**config.mk**
```make
export PLATFORM = sky130hd
export DESIGN_NAME = utf8_byte_sanitizer_top_flat
export DESIGN_NICKNAME = d
export VERILOG_FILES = /design/src/rtl/core/usan_pkg.sv /design/src/rtl/core/usan_if.sv /design/src/rtl/core/usan_front.sv /design/src/rtl/core/usan_queue.sv /design/src/rtl/core/usan_back.sv /design/src/rtl/core/utf8_byte_sanitizer_top.sv /design/src/flat_wrapper.sv
export SDC_FILE = /design/constraint.sdc
export NUM_CORES = 1
export LEC_CHECK = 0
export BUFFER_PORTS_ARGS = -buffer_cell sky130_fd_sc_hd__buf_2
export CORE_MARGIN = 5
export CORE_UTILIZATION = 56
export DETAILED_ROUTE_END_ITERATION = 10
export PLACE_DENSITY = 0.76
export SLEW_MARGIN = 0
export SYNTH_ARGS = -nofsm -noshare
export SYNTH_HDL_FRONTEND = slang
export SYNTH_HIERARCHICAL = 1
export SYNTH_SLANG_ARGS = --single-unit
```
**constraint.sdc**
```tcl
create_clock -name clk_i -period 4 [get_ports clk_i]
set_input_delay 0.8 -clock clk_i [delete_from_list [all_inputs] [get_ports clk_i]]
set_output_delay 0.8 -clock clk_i [all_outputs]
set_load 0.03 [all_outputs]
```
**src/rtl/core/usan_pkg.sv**
```systemverilog
// ----------------------------------------------------------------------------
// usan_pkg
// Shared types and constants of the UTF-8 byte sanitizer.
// ----------------------------------------------------------------------------
package usan_pkg;

  localparam logic [7:0] ReplByte  = 8'h3F;
  localparam int unsigned MaxRun   = 4;
  localparam int unsigned HeldDepth = 3;

  typedef struct packed {
    logic [MaxRun-1:0][7:0] bytes;
    logic [2:0]             count;
    logic                   eot;
  } usan_req_t;

  typedef struct packed {
    logic full;
    logic empty;
  } usan_q_status_t;

endpackage

```
**src/rtl/core/usan_if.sv**
```systemverilog
// ----------------------------------------------------------------------------
// usan_if
// Valid/ready stream channels for the byte input and the byte output.
// ----------------------------------------------------------------------------
interface usan_in_if;
  logic       valid;
  logic       ready;
  logic [7:0] byte_in;
  logic       end_of_text;

  modport source (output valid, output byte_in, output end_of_text, input ready);
  modport sink   (input valid, input byte_in, input end_of_text, output ready);
endinterface

interface usan_out_if;
  logic       valid;
  logic       ready;
  logic [7:0] byte_out;
  logic       run_last;
  logic       text_last;

  modport source (output valid, output byte_out, output run_last, output text_last,
                  input ready);
  modport sink   (input valid, input byte_out, input run_last, input text_last,
                  output ready);
endinterface

```
**src/rtl/core/usan_front.sv**
```systemverilog
// ----------------------------------------------------------------------------
// usan_front
// Accepts bytes, tracks the open sequence and issues one request per byte
// that causes results.
// ----------------------------------------------------------------------------
module usan_front (
  input  logic                clk_i,
  input  logic                rst_ni,
  usan_in_if.sink             in_i,
  input  usan_pkg::usan_q_status_t q_status_i,
  output logic                push_o,
  output usan_pkg::usan_req_t req_o
);

  logic [7:0] held_q [usan_pkg::HeldDepth];
  logic [1:0] cnt_q, cnt_d;
  logic [2:0] exp_q, exp_d;

  logic [7:0] b;
  logic       eot;
  logic       accept;
  logic       open;
  logic       is_cont;
  logic       is_lead;
  logic       fresh_emit;
  logic [7:0] fresh_byte;
  logic [2:0] fresh_len;
  logic       cont_in;
  logic       complete;
  logic       hold;
  logic [1:0] eff_cnt;
  logic       cur_emit;
  logic [7:0] cur_byte;
  logic       held_we;
  logic [1:0] held_idx;

  assign b      = in_i.byte_in;
  assign eot    = in_i.end_of_text;
  assign in_i.ready = !q_status_i.full;
  assign accept = in_i.valid && in_i.ready;

  always_comb begin
    open       = (exp_q != 3'd0);
    is_cont    = (b[7:6] == 2'b10);
    is_lead    = (b[7:6] == 2'b11);
    fresh_emit = !is_lead || eot;
    fresh_byte = b[7] ? usan_pkg::ReplByte : b;
    fresh_len  = (b[7:4] == 4'hF) ? 3'd4 : (b[7:5] == 3'b111) ? 3'd3 : 3'd2;
    cont_in    = open && is_cont;
    complete   = cont_in && (({1'b0, cnt_q} + 3'd1) >= exp_q);
    hold       = cont_in && !complete && !eot;
    eff_cnt    = (open && !hold) ? cnt_q : 2'd0;
    cur_emit   = complete || (cont_in && eot) || (!cont_in && fresh_emit);
    cur_byte   = complete ? b : (cont_in ? usan_pkg::ReplByte : fresh_byte);

    for (int i = 0; i < usan_pkg::MaxRun - 1; i++) begin
      if (2'(i) < eff_cnt) begin
        req_o.bytes[i] = complete ? held_q[i] : usan_pkg::ReplByte;
      end else begin
        req_o.bytes[i] = cur_byte;
      end
    end
    req_o.bytes[usan_pkg::MaxRun-1] = cur_byte;
    req_o.count = {1'b0, eff_cnt} + {2'b00, cur_emit};
    req_o.eot   = eot;
    push_o      = accept && (req_o.count != 3'd0);

    cnt_d    = cnt_q;
    exp_d    = exp_q;
    held_we  = 1'b0;
    held_idx = 2'd0;
    priority if (cont_in && (complete || eot)) begin
      cnt_d = 2'd0;
      exp_d = 3'd0;
    end else if (cont_in) begin
      cnt_d    = cnt_q + 2'd1;
      held_we  = (cnt_q != 2'd3);
      held_idx = cnt_q;
    end else if (is_lead && !eot) begin
      cnt_d    = 2'd1;
      exp_d    = fresh_len;
      held_we  = 1'b1;
      held_idx = 2'd0;
    end else begin
      cnt_d = 2'd0;
      exp_d = 3'd0;
    end
  end

  always_ff @(posedge clk_i or negedge rst_ni) begin
    if (!rst_ni) begin
      cnt_q <= 2'd0;
      exp_q <= 3'd0;
    end else if (accept) begin
      cnt_q <= cnt_d;
      exp_q <= exp_d;
    end
  end

  always_ff @(posedge clk_i) begin
    if (accept && held_we) begin
      held_q[held_idx] <= b;
    end
  end

endmodule

```
**src/rtl/core/usan_queue.sv**
```systemverilog
// ----------------------------------------------------------------------------
// usan_queue
// Short request queue between the front and back parts.
// ----------------------------------------------------------------------------
module usan_queue #(
  parameter int unsigned Depth = 4
) (
  input  logic                     clk_i,
  input  logic                     rst_ni,
  input  logic                     push_i,
  input  usan_pkg::usan_req_t      req_i,
  input  logic                     pop_i,
  output usan_pkg::usan_q_status_t status_o,
  output usan_pkg::usan_req_t      head_o
);

  localparam int unsigned PtrW = (Depth > 1) ? $clog2(Depth) : 1;
  localparam int unsigned CntW = $clog2(Depth + 1);
  localparam logic [PtrW-1:0] LastPtr = PtrW'(Depth - 1);
  localparam logic [CntW-1:0] FullCnt = CntW'(Depth);

  usan_pkg::usan_req_t mem_q [Depth];
  logic [PtrW-1:0] wr_ptr_q, rd_ptr_q;
  logic [CntW-1:0] cnt_q, cnt_d;

  assign status_o.full  = (cnt_q == FullCnt);
  assign status_o.empty = (cnt_q == '0);
  assign head_o         = mem_q[rd_ptr_q];

  always_comb begin
    cnt_d = cnt_q;
    unique case ({push_i, pop_i})
      2'b10:   cnt_d = cnt_q + CntW'(1);
      2'b01:   cnt_d = cnt_q - CntW'(1);
      default: cnt_d = cnt_q;
    endcase
  end

  always_ff @(posedge clk_i or negedge rst_ni) begin
    if (!rst_ni) begin
      wr_ptr_q <= '0;
      rd_ptr_q <= '0;
      cnt_q    <= '0;
    end else begin
      cnt_q <= cnt_d;
      if (push_i) begin
        wr_ptr_q <= (wr_ptr_q == LastPtr) ? '0 : wr_ptr_q + PtrW'(1);
      end
      if (pop_i) begin
        rd_ptr_q <= (rd_ptr_q == LastPtr) ? '0 : rd_ptr_q + PtrW'(1);
      end
    end
  end

  always_ff @(posedge clk_i) begin
    if (push_i) begin
      mem_q[wr_ptr_q] <= req_i;
    end
  end

  a_no_push_full: assert property (@(posedge clk_i) disable iff (!rst_ni)
    status_o.full |-> !push_i) else $error("push into full queue");
  a_no_pop_empty: assert property (@(posedge clk_i) disable iff (!rst_ni)
    status_o.empty |-> !pop_i) else $error("pop from empty queue");
  a_cnt_bound: assert property (@(posedge clk_i) disable iff (!rst_ni)
    cnt_q <= FullCnt) else $error("queue count overflow");

endmodule

```
**src/rtl/core/usan_back.sv**
```systemverilog
// ----------------------------------------------------------------------------
// usan_back
// Drains queued requests onto out_o, one byte per cycle while it is ready.
// ----------------------------------------------------------------------------
module usan_back (
  input  logic                     clk_i,
  input  logic                     rst_ni,
  input  usan_pkg::usan_q_status_t q_status_i,
  input  usan_pkg::usan_req_t      head_i,
  output logic                     pop_o,
  usan_out_if.source               out_o
);

  logic [1:0] idx_q, idx_d;
  logic       last;
  logic       fire;

  always_comb begin
    last            = ({1'b0, idx_q} == (head_i.count - 3'd1));
    out_o.valid     = !q_status_i.empty;
    out_o.byte_out  = head_i.bytes[idx_q];
    out_o.run_last  = last;
    out_o.text_last = last && head_i.eot;
    fire            = out_o.valid && out_o.ready;
    pop_o           = fire && last;
    idx_d           = idx_q;
    if (fire) begin
      idx_d = last ? 2'd0 : idx_q + 2'd1;
    end
  end

  always_ff @(posedge clk_i or negedge rst_ni) begin
    if (!rst_ni) begin
      idx_q <= 2'd0;
    end else begin
      idx_q <= idx_d;
    end
  end

  a_head_nonempty: assert property (@(posedge clk_i) disable iff (!rst_ni)
    out_o.valid |-> (head_i.count != 3'd0)) else $error("empty request queued");
  a_idx_in_run: assert property (@(posedge clk_i) disable iff (!rst_ni)
    out_o.valid |-> ({1'b0, idx_q} < head_i.count)) else $error("index past run");
  a_idx_idle: assert property (@(posedge clk_i) disable iff (!rst_ni)
    q_status_i.empty |-> (idx_q == 2'd0)) else $error("index not cleared");

endmodule

```
**src/rtl/core/utf8_byte_sanitizer_top.sv**
```systemverilog
// ----------------------------------------------------------------------------
// utf8_byte_sanitizer_top
// UTF-8 stream cleanup: broken or stray sequence bytes become '?'.
// ----------------------------------------------------------------------------
//   channel  dir  fields                          handshake
//   in_i     in   byte_in[7:0], end_of_text       valid/ready
//   out_o    out  byte_out[7:0], run_last,        valid/ready
//                 text_last
//
// Sustains one byte per cycle in and out while the output is ready; an input
// byte is taken each cycle the request queue has room, and its results are
// queued and leave the queue head one byte per cycle while out_o is ready.
// A completed or broken sequence drains as a burst of up to four bytes.
// Reset clears the sequence tracker and the queue at once; no clearing pass.
// Output stalls back up through the queue (QueueDepth requests) to the input.
// ----------------------------------------------------------------------------
module utf8_byte_sanitizer_top #(
  parameter int unsigned QueueDepth = 4
) (
  input  logic       clk_i,
  input  logic       rst_ni,
  usan_in_if.sink    in_i,
  usan_out_if.source out_o
);

  usan_pkg::usan_q_status_t q_status;
  usan_pkg::usan_req_t      push_req;
  usan_pkg::usan_req_t      head_req;
  logic                     push;
  logic                     pop;

  usan_front u_front (
    .clk_i      (clk_i),
    .rst_ni     (rst_ni),
    .in_i       (in_i),
    .q_status_i (q_status),
    .push_o     (push),
    .req_o      (push_req)
  );

  usan_queue #(
    .Depth (QueueDepth)
  ) u_queue (
    .clk_i    (clk_i),
    .rst_ni   (rst_ni),
    .push_i   (push),
    .req_i    (push_req),
    .pop_i    (pop),
    .status_o (q_status),
    .head_o   (head_req)
  );

  usan_back u_back (
    .clk_i      (clk_i),
    .rst_ni     (rst_ni),
    .q_status_i (q_status),
    .head_i     (head_req),
    .pop_o      (pop),
    .out_o      (out_o)
  );

endmodule
```
**src/flat_wrapper.sv**
```systemverilog
// flat-port wrapper written by rule: the top's interface ports become plain ports
module utf8_byte_sanitizer_top_flat 
#(
  parameter int unsigned QueueDepth = 4
)
  (clk_i, rst_ni, in_i_valid, in_i_byte_in, in_i_end_of_text, in_i_ready, out_o_valid, out_o_byte_out, out_o_run_last, out_o_text_last, out_o_ready);
  usan_in_if in_i_i ();
  usan_out_if out_o_i ();
  input  logic clk_i;
  input  logic rst_ni;
  input wire logic [$bits(in_i_i.valid)-1:0] in_i_valid;
  input wire logic [$bits(in_i_i.byte_in)-1:0] in_i_byte_in;
  input wire logic [$bits(in_i_i.end_of_text)-1:0] in_i_end_of_text;
  output wire logic [$bits(in_i_i.ready)-1:0] in_i_ready;
  output wire logic [$bits(out_o_i.valid)-1:0] out_o_valid;
  output wire logic [$bits(out_o_i.byte_out)-1:0] out_o_byte_out;
  output wire logic [$bits(out_o_i.run_last)-1:0] out_o_run_last;
  output wire logic [$bits(out_o_i.text_last)-1:0] out_o_text_last;
  input wire logic [$bits(out_o_i.ready)-1:0] out_o_ready;
  assign in_i_i.valid = in_i_valid;
  assign in_i_i.byte_in = in_i_byte_in;
  assign in_i_i.end_of_text = in_i_end_of_text;
  assign in_i_ready = in_i_i.ready;
  assign out_o_valid = out_o_i.valid;
  assign out_o_byte_out = out_o_i.byte_out;
  assign out_o_run_last = out_o_i.run_last;
  assign out_o_text_last = out_o_i.text_last;
  assign out_o_i.ready = out_o_ready;
  utf8_byte_sanitizer_top #(.QueueDepth(QueueDepth)) u_core (.clk_i(clk_i), .rst_ni(rst_ni), .in_i(in_i_i), .out_o(out_o_i));
endmodule
```
==> key figures <==
Synthesis
  – Post-Synth XOR/XNOR Area: 0.689%
  – Top cells by area, synth: edfxtp_1, mux4_2, dfrtp_1
  – Post-synthesis net count: 418
  – Post-Syn Area: 7620 um^2
  – Post-synthesis simple-gate area fraction: 4.92%
  – Post-synthesis mux area share: 13.6%
  – Synth Instances: 391
  – Synth top cells by count: edfxtp_1, mux4_2, inv_1
  – Synth Flop Type: edfxtp_1
  – Largest family of logic cells by synthesized area: multiplexers
  – Synth top area share: 66.2%
  – Post-Synth Adder-Cell Area: 2.40%
  – EDFF count, synth: 168
  – Compound-Gate Fraction of Synth Area: 4.83%
  – Yosys cell types: 52
  – Post-synth ARST share: 7.69%
  – Syn Area/Cell: 19.5 um^2
  – Yosys warns: 6
  – Most frequent cell after synthesis: edfxtp_1
  – Post-synthesis register bit count: 182
  – Leading area contributor after synthesis: edfxtp_1
  – Register area share after synthesis: 70.8%

Floorplanning
  – Row count: 42
  – Die X: 127 um
  – Core footprint: 13,300 um^2
  – I/O pins: 25
  – Initial core utilization: 57.3%
  – Die area: 16,000 um^2
  – DIE HEIGHT: 127 um

Global route
  – Vias in the first global route: 4,142
  – Largest net degree at the start of global routing: 37
  – GRT Residual Overflow: 0
  – Total GRT Usage: 19.3%
  – Initial antenna violation count: 0
  – First-pass GRT wire length: 23.0 mm

CTS
  – Clock H-tree levels: 4
  – Clock buffer count from CTS: 17
  – Clock Root Buffer: clkbuf_16
  – Clock sinks: 182
  – Post-CTS Hold Buffers: 0
  – Clock slew at reported path FFs: 0.07 ns
  – CTS tree: built
  – Clk_lat worst skew: 0.43 ns
  – CTS max path bufs: 2
  – Resized Gates After CTS: 0
  – Total setup buffers inserted after CTS: 0

Timing
  – Fmax: 267 MHz
  – Final period util: 93.7%
  – Clock Skews: 0.00545 ns
  – Worst Max-Slew Pin Slew: 1.03 ns
  – Final hold violations: 0
  – Final worst setup slack: 0.250 ns
  – Setup TNS: 0 ns
  – Final Max Slew Viols: 0
  – RSZ-0062 raised after global routing: no
  – Setup violations, final: 0
  – Crit path time final: 3.75 ns
  – Relative slew slack: 31.4%

Placement
  – Worst slack, placed: 0.125 ns
  – Placed insts: 590
  – IO buf count: 24
  – Hpwl dp: 8.81 mm
  – Placer Congestion: 0.888

Detailed routing
  – Avg Vias per Cell: 6.12
  – Pre-antenna DRT Iters: 4
  – Final ANT Viol Nets: 0
  – Final WL: 14.2 mm
  – Total vias in the final route: 3,804
  – # DRC: 0
  – DR iter-0 viols: 389
  – Post-DR wirelength/cell: 22.8 um

Pwr
  – PwrDens: 718 nW/um^2
  – Static Leak: 0.00291 uW
  – Worst vdd ir: 569 uV

Setup path
  – R2R setup slack: 0.25 ns
  – CP endpoint: u_core/u_queue/mem_q[0][22]
  – CP Max Fanout: 36
  – Worst EP required: 4.05 ns
  – Register-to-Register Path Depth: 11
  – Worst reg2reg startpoint: u_core/u_front/cnt_q[0]
  – Reg2reg end: u_core/u_queue/mem_q[0][22]
  – Crit path DAT: 3.80 ns
  – Setup CP Type: flop to flop
  – Crit. Startpoint: u_core/u_front/cnt_q[0]
  – Worst Setup Start Kind: flop
  – Crit path capture type: flop

Hold path
  – HP Class: input port to async pin

Layout
  – Final net count: 460
  – Antenna Cells: 0
  – Filler Cells Inserted: 884
  – Layout Cells excl Fill: 622
  – Area Growth Syn to Fin: 12.3%
  – Layout cells sized above 1: 31.4%

Flow run
  – Max cap viols: 0

Status
  – Status: completed
-- sequential cells by signal (all words and copies together) (netlist names) --
| signal | flops |
|---|---|
| u_core/u_queue/mem_q | 144 |
| u_core/u_queue/wr_ptr_q | 2 |
| u_core/u_front/exp_q | 3 |
| u_core/u_queue/rd_ptr_q | 2 |
| u_core/u_back/idx_q | 2 |
| u_core/u_queue/cnt_q | 3 |
| u_core/u_front/held_q | 24 |
| u_core/u_front/cnt_q | 2 |
-- metrics by stage --
step	total power [uW]	util (%)	hold slack (ns)	area, um^2
2_1_floorplan	4060	-	0.457	7630
3_3_place_gp	4450	59.8	0.476	7950
3_5_place_dp	4520	59.8	0.495	7950
4_1_cts	6210	64.4	0.248	8560
5_1_grt	6460	64.4	0.264	8560
6_report	6150	64.4	0.251	8560
-- worst max-delay path, stage by stage, from the launching register on --
cell and delay [ns]:
dfrtp_1 0.38, ha_1 0.23, ha_1 0.31, a21oi_1 0.12
o21ai_1 0.12, or2_1 0.25, and3_2 0.21, ha_1 0.19
ha_1 0.29, nor3_1 0.06, nor2_1 0.28, and2_2 0.90
-- final cells by class --
class                      instances  area, um^2  area share (%)
sequential                       182        5400            63.0
multi-input combinational        174        2030            23.7
clock buffer                      17         425            4.97
timing repair buffer              39         233            2.72
tap                              176         220            2.57
clock inverter                    15         186            2.18
inverter                          19        71.3           0.833
-- metal layers --
layer | vias up | wire length (um) | global-route usage [%]
met4 | 0 | 297 | 6.50
li1 | 1687 | - | -
met2 | 140 | 7270 | 32.1
met5 | - | 0 | 0
met1 | 1953 | 5560 | 25.5
met3 | 24 | 1050 | 4.37
-- kinds of logic after synthesis --
family | count (synthesis)
and+or+nand+nor | 63
AOI/OAI and AO/OA | 43
adders and majority gates | 14
DFF | 182
xor gates and xnor gates | 6
buffers and inverters | 35
muxes | 48
-- where the power goes --
| group | switching (uW) | total [uW] | leakage, uW | internal [uW] |
|---|---|---|---|---|
| combinational | 1050 | 1870 | 0.000923 | 821 |
| clock | 751 | 1700 | 0.000299 | 950 |
| sequential | 141 | 2580 | 0.00168 | 2440 |
-- layout by cell type, fill, tap and decap left out, drive strengths merged, types with 3 or more instances in the layout --
cell    netlist  final
a21oi         5      5
and2          7      7
and3          5      5
buf          15     39
clkbuf        1     17
clkinv        0      4
dfrtp        14     14
edfxtp      168    168
ha           13     13
inv          19     27
mux2          3      3
mux4         44     44
nand2        10     10
nand3         6      6
nand4         4      4
nor2         10     10
nor2b         3      3
nor3          5      5
o21ai         7      7
o32a         18     18
or2           7      7
xor2          4      4
-- how the worst min path moves through the flow --
stage	slack, ns	cells after the start	start	end
floorplan	0.46	1	u_core/u_queue/cnt_q[2]	u_core/u_queue/cnt_q[2]
global placement	0.48	1	u_core/u_queue/cnt_q[2]	u_core/u_queue/cnt_q[2]
detailed placement	0.50	1	u_core/u_queue/cnt_q[0]	u_core/u_queue/cnt_q[0]
CTS	0.25	1	rst_ni	u_core/u_back/idx_q[1]
global route	0.26	1	rst_ni	u_core/u_front/exp_q[1]
finish	0.25	1	rst_ni	u_core/u_back/idx_q[1]
No activity file was read; power rests on OpenSTA's default activity.
